**config.mk**
```make
export PLATFORM = sky130hd
export DESIGN_NAME = lottery_priority_thread_picker
export DESIGN_NICKNAME = d
export VERILOG_FILES = /design/src/lpt_pkg.sv /design/src/lpt_serial_mod.sv /design/src/lpt_thread_scan.sv /design/src/lottery_priority_thread_picker.sv
export SDC_FILE = /design/constraint.sdc
export NUM_CORES = 1
export LEC_CHECK = 0
export BUFFER_PORTS_ARGS = -buffer_cell sky130_fd_sc_hd__buf_2
export CORE_ASPECT_RATIO = 1.5
export CORE_UTILIZATION = 60
export DETAILED_ROUTE_END_ITERATION = 8
export GPL_ROUTABILITY_DRIVEN = 1
export GPL_TIMING_DRIVEN = 0
export PLACE_DENSITY = 0.81
export SLEW_MARGIN = 10
export SYNTH_ARGS = -nofsm -noshare
export SYNTH_HDL_FRONTEND = slang
export SYNTH_SLANG_ARGS = --single-unit
```
**constraint.sdc**
```tcl
create_clock -name clk_i -period 8.23 [get_ports clk_i]
set_input_delay 1.2345 -clock clk_i [delete_from_list [all_inputs] [get_ports clk_i]]
set_output_delay 1.2345 -clock clk_i [all_outputs]
set_load 0.005 [all_outputs]
```
**src/lpt_pkg.sv**
```systemverilog
// Shared constants, command and state codes, and the scan control struct of the thread picker.
package lpt_pkg;

  // Default configuration of the picker
  localparam int unsigned THREAD_COUNT_DEF = 5;
  localparam int unsigned WEIGHT_BITS_DEF  = 8;

  // Fixed field widths
  localparam int unsigned CMD_W = 2;
  localparam int unsigned RND_W = 32;
  // Packed register fields starting at or beyond this bit read as zero
  localparam int unsigned FIELD_LIMIT = 64;

  // Register indexes of the configuration port
  localparam logic CFG_TICKETS    = 1'b0;
  localparam logic CFG_PRIORITIES = 1'b1;

  // Command codes carried in the slave-side tuser
  typedef enum logic [CMD_W-1:0] {
    CMD_LOTTERY  = 2'd0,
    CMD_PRIORITY = 2'd1,
    CMD_RETIRE   = 2'd2,
    CMD_LOAD     = 2'd3
  } cmd_e;

  // Top-level sequencer states
  typedef enum logic [1:0] {
    ST_IDLE,
    ST_DIV,
    ST_SCAN,
    ST_OUT
  } state_e;

  // Start request to the thread scan unit
  typedef struct packed {
    logic start;
    logic lottery;
  } scan_ctl_t;

endpackage

```
**src/lpt_serial_mod.sv**
```systemverilog
// Bit-serial restoring remainder unit: one dividend bit per cycle.
module lpt_serial_mod
  import lpt_pkg::*;
#(
  parameter int unsigned TOT_W = 11
) (
  input  logic             clk_i,
  input  logic             rst_ni,
  input  logic             start_i,
  input  logic [RND_W-1:0] dividend_i,
  input  logic [TOT_W-1:0] divisor_i,
  output logic             done_o,
  output logic [TOT_W-1:0] rem_o
);

  localparam int unsigned CNT_W = $clog2(RND_W);

  logic [RND_W-1:0] dvd_q;
  logic [TOT_W-1:0] dvs_q;
  logic [TOT_W-1:0] rem_q, rem_d;
  logic [CNT_W-1:0] cnt_q;
  logic             busy_q, done_q;
  logic [TOT_W:0]   rem_sh;

  // One restoring step: shift in the next dividend bit, subtract if it fits
  always_comb begin
    rem_sh = {rem_q, dvd_q[RND_W-1]};
    if (rem_sh >= {1'b0, dvs_q}) begin
      rem_d = TOT_W'(rem_sh - {1'b0, dvs_q});
    end else begin
      rem_d = rem_sh[TOT_W-1:0];
    end
  end

  // Control: step counter and done pulse
  always_ff @(posedge clk_i or negedge rst_ni) begin
    if (!rst_ni) begin
      busy_q <= 1'b0;
      done_q <= 1'b0;
      cnt_q  <= '0;
    end else begin
      done_q <= 1'b0;
      if (start_i) begin
        busy_q <= 1'b1;
        cnt_q  <= CNT_W'(RND_W - 1);
      end else if (busy_q) begin
        cnt_q <= cnt_q - CNT_W'(1);
        if (cnt_q == '0) begin
          busy_q <= 1'b0;
          done_q <= 1'b1;
        end
      end
    end
  end

  // Datapath: dividend shift register and partial remainder
  always_ff @(posedge clk_i) begin
    if (start_i) begin
      dvd_q <= dividend_i;
      dvs_q <= divisor_i;
      rem_q <= '0;
    end else if (busy_q) begin
      dvd_q <= {dvd_q[RND_W-2:0], 1'b0};
      rem_q <= rem_d;
    end
  end

  assign done_o = done_q;
  assign rem_o  = rem_q;

endmodule

```
**src/lpt_thread_scan.sv**
```systemverilog
// Serial walk over the threads, one per cycle: lottery winner search or priority pick.
module lpt_thread_scan
  import lpt_pkg::*;
#(
  parameter int unsigned THREAD_COUNT = THREAD_COUNT_DEF,
  parameter int unsigned WEIGHT_BITS  = WEIGHT_BITS_DEF,
  parameter int unsigned TOT_W        = 11,
  parameter int unsigned CH_W         = 3
) (
  input  logic                                  clk_i,
  input  logic                                  rst_ni,
  input  scan_ctl_t                             ctl_i,
  input  logic [THREAD_COUNT-1:0]               mask_i,
  input  logic [THREAD_COUNT-1:0][WEIGHT_BITS-1:0] weights_i,
  input  logic [TOT_W-1:0]                      ticket_i,
  output logic                                  done_o,
  output logic [CH_W-1:0]                       chosen_o
);

  localparam int unsigned IDX_W = $clog2(THREAD_COUNT);

  logic                   busy_q, done_q, lottery_q;
  logic [IDX_W-1:0]       idx_q;
  logic [TOT_W-1:0]       run_q;
  logic                   found_q;
  logic [CH_W-1:0]        win_q, last_q;
  logic [1:0]             cnt_q;
  logic [WEIGHT_BITS-1:0] best_q;
  logic                   tie_q;

  logic                   act;
  logic [WEIGHT_BITS-1:0] w;
  logic [TOT_W-1:0]       run_d;
  logic [CH_W-1:0]        thr;

  // Current thread
  assign act   = mask_i[idx_q];
  assign w     = weights_i[idx_q];
  assign run_d = run_q + TOT_W'(w);
  assign thr   = CH_W'(idx_q) + CH_W'(1);

  // Sequencing over thread indexes
  always_ff @(posedge clk_i or negedge rst_ni) begin
    if (!rst_ni) begin
      busy_q    <= 1'b0;
      done_q    <= 1'b0;
      lottery_q <= 1'b0;
      idx_q     <= '0;
    end else begin
      done_q <= 1'b0;
      if (ctl_i.start) begin
        busy_q    <= 1'b1;
        lottery_q <= ctl_i.lottery;
        idx_q     <= '0;
      end else if (busy_q) begin
        idx_q <= idx_q + IDX_W'(1);
        if (idx_q == IDX_W'(THREAD_COUNT - 1)) begin
          busy_q <= 1'b0;
          done_q <= 1'b1;
        end
      end
    end
  end

  // Running sum search and priority tracking
  always_ff @(posedge clk_i) begin
    if (ctl_i.start) begin
      run_q   <= '0;
      found_q <= 1'b0;
      win_q   <= '0;
      last_q  <= '0;
      cnt_q   <= '0;
      best_q  <= '0;
      tie_q   <= 1'b0;
    end else if (busy_q && act) begin
      if (lottery_q) begin
        run_q <= run_d;
        if (!found_q && run_d >= ticket_i) begin
          found_q <= 1'b1;
          win_q   <= thr;
        end
      end else begin
        if (cnt_q == 2'd0 || w > best_q) begin
          best_q <= w;
          win_q  <= thr;
          tie_q  <= 1'b0;
        end else if (w == best_q) begin
          tie_q <= 1'b1;
        end
        last_q <= thr;
        if (cnt_q != 2'd3) begin
          cnt_q <= cnt_q + 2'd1;
        end
      end
    end
  end

  // Result: a lottery gives the found thread or 0; in a priority pick, with two active threads
  // a tie goes to the later one, with three or more a tie at the top picks nobody
  always_comb begin
    if (lottery_q) begin
      chosen_o = found_q ? win_q : '0;
    end else if (cnt_q == 2'd0) begin
      chosen_o = '0;
    end else if (cnt_q == 2'd2 && tie_q) begin
      chosen_o = last_q;
    end else if (tie_q) begin
      chosen_o = '0;
    end else begin
      chosen_o = win_q;
    end
  end

  assign done_o = done_q;

endmodule

```
**src/lottery_priority_thread_picker.sv**
```systemverilog
// Top level of the lottery / priority thread picker: sequencer, thread state and ports.
// Each transaction on the slave stream carries one command and yields exactly one
// transaction on the master stream. Retire and load pass from acceptance through
// ST_OUT into the output register. A priority pick runs the scan that visits one
// thread per cycle, then ST_OUT. A lottery draw first runs the bit-serial remainder
// of random_value by the ticket total, one dividend bit per cycle, followed by the
// same one-thread-per-cycle scan; a draw with a zero ticket total skips both and
// goes straight to ST_OUT. The next command is accepted once the result sits in
// the output register, even while the master side stalls. The user must write
// ticket and priority registers only while no command is in flight; the block
// itself does not enforce this.
module lottery_priority_thread_picker
  import lpt_pkg::*;
#(
  parameter int unsigned THREAD_COUNT = THREAD_COUNT_DEF,
  parameter int unsigned WEIGHT_BITS  = WEIGHT_BITS_DEF,
  localparam int unsigned PACK_W  = THREAD_COUNT * WEIGHT_BITS,
  localparam int unsigned TID_W   = $clog2(THREAD_COUNT + 1),
  localparam int unsigned CH_W    = $clog2(THREAD_COUNT + 1),
  localparam int unsigned TOT_W   = $clog2(THREAD_COUNT * ((1 << WEIGHT_BITS) - 1) + 1),
  localparam int unsigned IN_RAW  = RND_W + TID_W + THREAD_COUNT,
  localparam int unsigned IN_DW   = ((IN_RAW + 7) / 8) * 8,
  localparam int unsigned OUT_RAW = CH_W + TOT_W + 1 + THREAD_COUNT,
  localparam int unsigned OUT_DW  = ((OUT_RAW + 7) / 8) * 8
) (
  input  logic              clk_i,
  input  logic              rst_ni,
  // Configuration write port
  input  logic              cfg_we_i,
  input  logic              cfg_addr_i,
  input  logic [PACK_W-1:0] cfg_wdata_i,
  // Command stream
  input  logic              s_axis_tvalid,
  output logic              s_axis_tready,
  // random_value, thread_id, new_mask
  input  logic [IN_DW-1:0]  s_axis_tdata,
  // cmd
  input  logic [CMD_W-1:0]  s_axis_tuser,
  // Result stream
  output logic              m_axis_tvalid,
  input  logic              m_axis_tready,
  // chosen_thread, drawn_ticket, all_retired, active_now
  output logic [OUT_DW-1:0] m_axis_tdata
);

  state_e state_q, state_d;

  logic [PACK_W-1:0]       tickets_q, prios_q;
  logic [THREAD_COUNT-1:0] mask_q;
  cmd_e                    cmd_q;
  logic [CH_W-1:0]         chosen_q;
  logic [TOT_W-1:0]        ticket_q;
  logic                    m_tvalid_q;
  logic [OUT_DW-1:0]       m_tdata_q;

  logic [THREAD_COUNT-1:0][WEIGHT_BITS-1:0] tick_f, prio_f;
  logic [TOT_W-1:0]        total;
  cmd_e                    in_cmd;
  logic [RND_W-1:0]        in_rnd;
  logic [TID_W-1:0]        in_tid;
  logic [THREAD_COUNT-1:0] in_mask;
  logic                    accept, out_load, div_start, div_done, scan_done;
  logic [TOT_W-1:0]        div_rem;
  logic [CH_W-1:0]         scan_chosen;
  scan_ctl_t               scan_ctl;

  // Input unpacking
  assign in_cmd  = cmd_e'(s_axis_tuser);
  assign in_rnd  = s_axis_tdata[RND_W-1:0];
  assign in_tid  = s_axis_tdata[RND_W +: TID_W];
  assign in_mask = s_axis_tdata[RND_W + TID_W +: THREAD_COUNT];
  assign accept  = s_axis_tvalid && s_axis_tready;

  // Per-thread fields; a field starting at or past the limit reads as zero
  always_comb begin
    for (int i = 0; i < THREAD_COUNT; i++) begin
      if (i * WEIGHT_BITS < FIELD_LIMIT) begin
        tick_f[i] = tickets_q[i*WEIGHT_BITS +: WEIGHT_BITS];
        prio_f[i] = prios_q[i*WEIGHT_BITS +: WEIGHT_BITS];
      end else begin
        tick_f[i] = '0;
        prio_f[i] = '0;
      end
    end
  end

  // Ticket total of the active threads
  always_comb begin
    total = '0;
    for (int i = 0; i < THREAD_COUNT; i++) begin
      if (mask_q[i]) begin
        total = total + TOT_W'(tick_f[i]);
      end
    end
  end

  // Next state
  always_comb begin
    state_d = state_q;
    case (state_q)
      ST_IDLE: begin
        if (accept) begin
          case (in_cmd)
            CMD_LOTTERY:  state_d = (total == '0) ? ST_OUT : ST_DIV;
            CMD_PRIORITY: state_d = ST_SCAN;
            default:      state_d = ST_OUT;
          endcase
        end
      end
      ST_DIV:  if (div_done) state_d = ST_SCAN;
      ST_SCAN: if (scan_done) state_d = ST_OUT;
      ST_OUT:  if (!m_tvalid_q || m_axis_tready) state_d = ST_IDLE;
      default: state_d = ST_IDLE;
    endcase
  end

  // Sequencer outputs
  always_comb begin
    s_axis_tready    = (state_q == ST_IDLE);
    div_start        = accept && (in_cmd == CMD_LOTTERY) && (total != '0);
    scan_ctl.start   = (accept && (in_cmd == CMD_PRIORITY)) || (state_q == ST_DIV && div_done);
    scan_ctl.lottery = (state_q == ST_DIV);
    out_load         = (state_q == ST_OUT) && (!m_tvalid_q || m_axis_tready);
  end

  // Control registers: state, configuration, active mask, output valid
  always_ff @(posedge clk_i or negedge rst_ni) begin
    if (!rst_ni) begin
      state_q    <= ST_IDLE;
      tickets_q  <= '0;
      prios_q    <= '0;
      mask_q     <= '1;
      m_tvalid_q <= 1'b0;
    end else begin
      state_q <= state_d;
      if (cfg_we_i) begin
        case (cfg_addr_i)
          CFG_TICKETS:    tickets_q <= cfg_wdata_i;
          CFG_PRIORITIES: prios_q   <= cfg_wdata_i;
          default: ;
        endcase
      end
      if (accept) begin
        case (in_cmd)
          CMD_RETIRE: begin
            for (int i = 0; i < THREAD_COUNT; i++) begin
              if (in_tid == TID_W'(i + 1)) begin
                mask_q[i] <= 1'b0;
              end
            end
          end
          CMD_LOAD: mask_q <= in_mask;
          default: ;
        endcase
      end
      if (out_load) begin
        m_tvalid_q <= 1'b1;
      end else if (m_axis_tready) begin
        m_tvalid_q <= 1'b0;
      end
    end
  end

  // Result payload
  always_ff @(posedge clk_i) begin
    if (accept) begin
      cmd_q    <= in_cmd;
      chosen_q <= '0;
      ticket_q <= '0;
    end else if (state_q == ST_DIV && div_done) begin
      ticket_q <= div_rem + TOT_W'(1);
    end else if (scan_done) begin
      chosen_q <= scan_chosen;
    end
    if (out_load) begin
      m_tdata_q <= OUT_DW'({mask_q, (mask_q == '0), ticket_q, chosen_q});
    end
  end

  // Remainder of the random value by the ticket total
  lpt_serial_mod #(
    .TOT_W (TOT_W)
  ) u_mod (
    .clk_i      (clk_i),
    .rst_ni     (rst_ni),
    .start_i    (div_start),
    .dividend_i (in_rnd),
    .divisor_i  (total),
    .done_o     (div_done),
    .rem_o      (div_rem)
  );

  // Thread scan for both pick kinds
  lpt_thread_scan #(
    .THREAD_COUNT (THREAD_COUNT),
    .WEIGHT_BITS  (WEIGHT_BITS),
    .TOT_W        (TOT_W),
    .CH_W         (CH_W)
  ) u_scan (
    .clk_i     (clk_i),
    .rst_ni    (rst_ni),
    .ctl_i     (scan_ctl),
    .mask_i    (mask_q),
    .weights_i ((cmd_q == CMD_LOTTERY) ? tick_f : prio_f),
    .ticket_i  (ticket_q),
    .done_o    (scan_done),
    .chosen_o  (scan_chosen)
  );

  assign m_axis_tvalid = m_tvalid_q;
  assign m_axis_tdata  = m_tdata_q;

endmodule
```
==> reports/metrics.sh <==
RESULT_OF_THE_RUN='finished clean'
WORSTREG2REGSTART='mask_q[0]'
CLKSINKCOUNT=220
SYNTH_CELL_TYPE_COUNT=73
P_LEAK_nW=6.09
TOP_LEVEL_PORTS=114
SYNTH-SIMPLE-AREA-SHARE_PCT=10.2
TIMING.MAX_SLEW.REL_SLACK_PCT=33.6
GRT_ANTENNA_BEFORE_REPAIR=2
TIMING.CRITICAL_PATH.REQUIRED_NS=8.50
DPL.HPWL_UM=25700
CTS-ROOT-BUF='clkbuf_16'
DPL_CELL_AREA_SQ_UM=13500
POST_SYNTH_XOR_AREA_FRACTION_PCT=3.54
FLOORPLAN.DIE.WIDTH_UM=120
ELEMENT_TYPE_AT_THE_CRITICAL_PATH_START='flop'
SETUP_VIOL=0
IO_BUFFERS=109
SYNTH-SEQ-AREA-SHARE_PCT=44.2
DRC=0
CHIPHEIGHT_UM=179
GRT_PASS1_WL_UM=52500
VIASPERCELL=6.13
CELLPOWERDENSITY_nW_PER_UM2=425
SLOWEST_LIBRARY_CELL_ON_THE_WORST_PATH='or4_1'
NNETSFINAL=1510
CRITPATHKIND='flop to flop'
REGISTER_TO_REGISTER_SETUP_SLACK_NS=0.36
SYNTHESIS.YOSYS.WARNINGS=0
ROUTE.VIAS.TOTAL=9914
WORST_EP_ARRIVAL_TIME_NS=8.14
POSTSYNTHCELLCOUNT=1198
POST_SYN_AREA_SQ_UM=12600
CRIT_PATH_CAPTURE='u_mod.dvd_q[30]'
MIN-DELAY-PATH-CLASS='flop to flop'
IRDROPWORSTVDD_mV=0.220
WL_PER_CELL_UM=20.6
POST_ROUTE_CELLS_DRIVE_ABOVE_1_SHARE_PCT=23.0
SETUP-TNS-FINAL_NS=0
SYNTH-ADDER-AREA-SHARE_PCT=9.08
FINAL.SETUP_SKEW_NS=0.0242
PLACEMENT_ROWS=64
WIRELENGTH_UM=33300
FLOORPLAN_DIE_AREA_SQ_UM=21600
POWER.TOTAL_mW=6.08
CRITPATHLAUNCH='mask_q[0]'
CP.DEPTH=33
SYNTH-EDFF-COUNT=65
CLOCK.FMAX_GHz=0.127
ROUTE.MET2.WL_UM=17300
LAYOUT.CELL_AREA.NON_FILLER_SQ_UM=14300
MAX_STAGE_DELAY_NS=0.53
CRITICAL_PATH.ENDPOINT_TYPE='flop'
CTS_TREE='yes'
CRIT_TOP_CELL='ha_1'
INITIAL_UTILIZATION_PCT=61.5
TRITONCTS.NUM_BUFFERS=21
SYNTH-COMPOUND-AREA-SHARE_PCT=14.2
MAXUSEDROUTINGLAYER='met4'
TIME_THE_WORST_PATH_NEEDS_WITH_I_O_DELAYS_AND_SETUP_NS=7.87
MIN_PERIOD_OVER_PERIOD_PCT=95.7
WORST_SETUP_HOLD_PATH_CLK_SLEW_NS=0.07
CLOCK_TREE.BUFFER_DEPTH=3
REPORT.FINAL.SLEW_VIOL_COUNT=0
SYNTH_MUX_AREA_SHARE_PCT=14.5
SYNTH.FF_LATCH_COUNT=220
WORST-PATH-MAX-FANOUT=20
DOMINANTREGCELLSYNTH='dfrtp_1'
FLOORPLAN.CORE_AREA_SQ_UM=20500
ANTENNA_LEFT=0
TIGHTESTPINTRANSITION_NS=0.996
GRT_START_MAX_NET_PINS=78
R2R_END='u_mod.dvd_q[30]'
RR_WORST_DEPTH=33
SYN2LAYOUT_AREA_GROWTH_PCT=13.5
GLOBAL_ROUTE.USAGE.TOTAL_PCT=31.3
NUMBER_OF_GLOBAL_ROUTE_VIAS_BEFORE_REPAIR=10300
WL_MET1_UM=12000
FINALWEIGHTEDCONGESTION=1.03
DRT_PRE_ANTENNA_ITERS=5
CPLARGESTDELAYFAMILY='compound AO/OA/AOI/OAI gates'
MET3WIRELENGTH_UM=1520
MAX_CAP_VIOL_COUNT=0
HOLD_VIOL_FINAL=0
SYNTH.AVG_CELL_AREA_SQ_UM=10.5
SYNTH_ASYNC_SR_FLOP_SHARE_PCT=45.9
CLOCK_LATENCY_NS=0.52
H_TREE_DEPTH=1
GLOBAL_ROUTE.OVERFLOW_TOTAL=0
WORSTPATHBUFFERINVERTERCOUNT=5
DRT_ITER0_MARKERS=537
DOMINANT_COMBINATIONAL_CELL_FAMILY_BY_AREA_AFTER_SYNTHESIS='multiplexers'
HOLD-PATH-CELL-COUNT=0
layout by cell type, fill, tap and decap left out, types with 5 or more instances in the layout:
cell and n:
clkinv_1 5, o31ai_1 5, a211oi_1 31, nand4_1 6
nand2_1 97, o21a_1 19, a31oi_1 9, mux2i_1 14
o2111ai_1 5, xor2_1 21, nand2b_1 6, and3_1 6
inv_1 74, o211ai_1 7, a211o_1 5, mux2_2 111
a21oi_1 86, o211a_1 5, o21bai_1 8, buf_4 7
dfxtp_1 54, mux4_2 17, nor2_1 87, a21o_1 10
o21ai_0 55, nor3_1 16, clkbuf_1 40, dfrtp_1 96
and2_1 11, clkbuf_16 22, dfstp_2 5, nor2b_1 12
fa_1 6, xnor2_1 30, buf_2 110, ha_1 81
edfxtp_1 65, nand3_1 18
power by group:
part	internal, mW	switching, mW
Sequential	1.54	0.231
Clock	0.617	0.429
Combinational	1.38	1.89
Total	3.53	2.55
metal layers:
metal	vias up	track usage [%]
met4	0	20.9
met1	4878	34.2
met3	114	3.84
met2	334	56.0
met5	-	0
li1	4588	-
registers in the layout, indices dropped and copies added (netlist names), 3 cells and up:
register / flops
chosen_q: 3
m_axis_tdata: 20
mask_q: 5
prio_f: 40
tick_f: 40
ticket_q: 11
u_mod.cnt_q: 5
u_mod.dvd_q: 32
u_mod.dvs_q: 11
u_mod.rem_o: 11
u_scan.best_q: 8
u_scan.idx_q: 3
u_scan.last_q: 3
u_scan.run_q: 11
u_scan.win_q: 3
through the flow:
| step | instances | hold WS, ns | util [%] | worst slack (ns) |
|---|---|---|---|---|
| after floorplan | 1201 | 0.408 | - | 0.884 |
| after global placement | 1574 | 0.421 | 65.8 | -0.458 |
| after detailed placement | 1575 | 0.429 | 66.0 | -0.590 |
| after CTS | 1613 | 0.447 | 69.6 | 0.0839 |
| after global routing | 1614 | 0.455 | 69.7 | -0.0449 |
| final | 1616 | 0.448 | 69.7 | 0.357 |
layout make-up:
class,count,area (sq um)
flip-flops and latches,220,5570
clock inverters,15,191
clock buffers,23,554
diodes,2,5.00
multi-input cells,849,6530
fillers,1588,6200
inverters,80,300
plain buffers,52,236
well taps,264,330
repair buffers,111,587
Yosys cell counts, types with 5 or more instances:
master     instances  area share [%]
o21ai_0           56             2.2
o31ai_1            5            0.30
o211a_1            5            0.40
nor2_1            87             2.6
and2_1            11            0.55
dfstp_2            5             1.0
xnor2_1           30             2.1
clkbuf_1          40             1.2
nand4_1            6            0.30
inv_1             74             2.2
a21oi_1           87             3.5
edfxtp_1          65              15
o21bai_1           8            0.48
o211ai_1           7            0.42
nand2b_1           6            0.30
mux2_2           111             9.9
xor2_1            21             1.5
nand2_1           98             2.9
a21o_1            10            0.60
o21a_1            19             1.1
mux4_2            17             3.0
fa_1               6            0.95
a211oi_1          31             1.8
dfrtp_1           96              19
dfxtp_1           54             8.6
nand3_1           18            0.71
a211o_1            5            0.35
and3_1             6            0.30
ha_1              81             8.0
buf_4              6            0.36
o2111ai_1          5            0.35
a31oi_1            9            0.45
nor3_1            16            0.64
nor2b_1           12            0.60
mux2i_1           14             1.1
cell families (layout without fill, tap and decap cells):
kind of cell,Yosys count,in the layout
xor gates and xnor gates,51,51
and+or+nand+nor,281,281
other,1,6
adders and majority gates,88,88
buffers and inverters,132,281
AOI/OAI and AO/OA,279,279
muxes,146,146
DFF,220,220
timing repair:
action                     4_1_cts  5_1_grt
resized for setup                2        5
setup buffers                    0        1
pin swaps                        0        1
hold buffers                     0        0
setup endpoints to repair       32       61
worst register-to-register path, delay by kind of cell, from the launching register on:
kind / cells / cell delay (ns)
compound gates: 12 / 2.12
simple gates: 6 / 1.65
fa+ha+maj: 5 / 1.63
buf+inv: 5 / 0.76
xor+xnor: 3 / 0.65
mux: 2 / 0.43
flops: 1 / 0.40
worst min-delay path by stage:
stage | start | endpoint
after floorplan | ticket_q[2] | m_axis_tdata[5]
after global placement | ticket_q[2] | m_axis_tdata[5]
final | chosen_q[0] | m_axis_tdata[0]
after detailed placement | ticket_q[2] | m_axis_tdata[5]
after global routing | chosen_q[0] | m_axis_tdata[0]
after CTS | ticket_q[2] | m_axis_tdata[5]
Note: power is estimated with default switching activity, not from simulation.
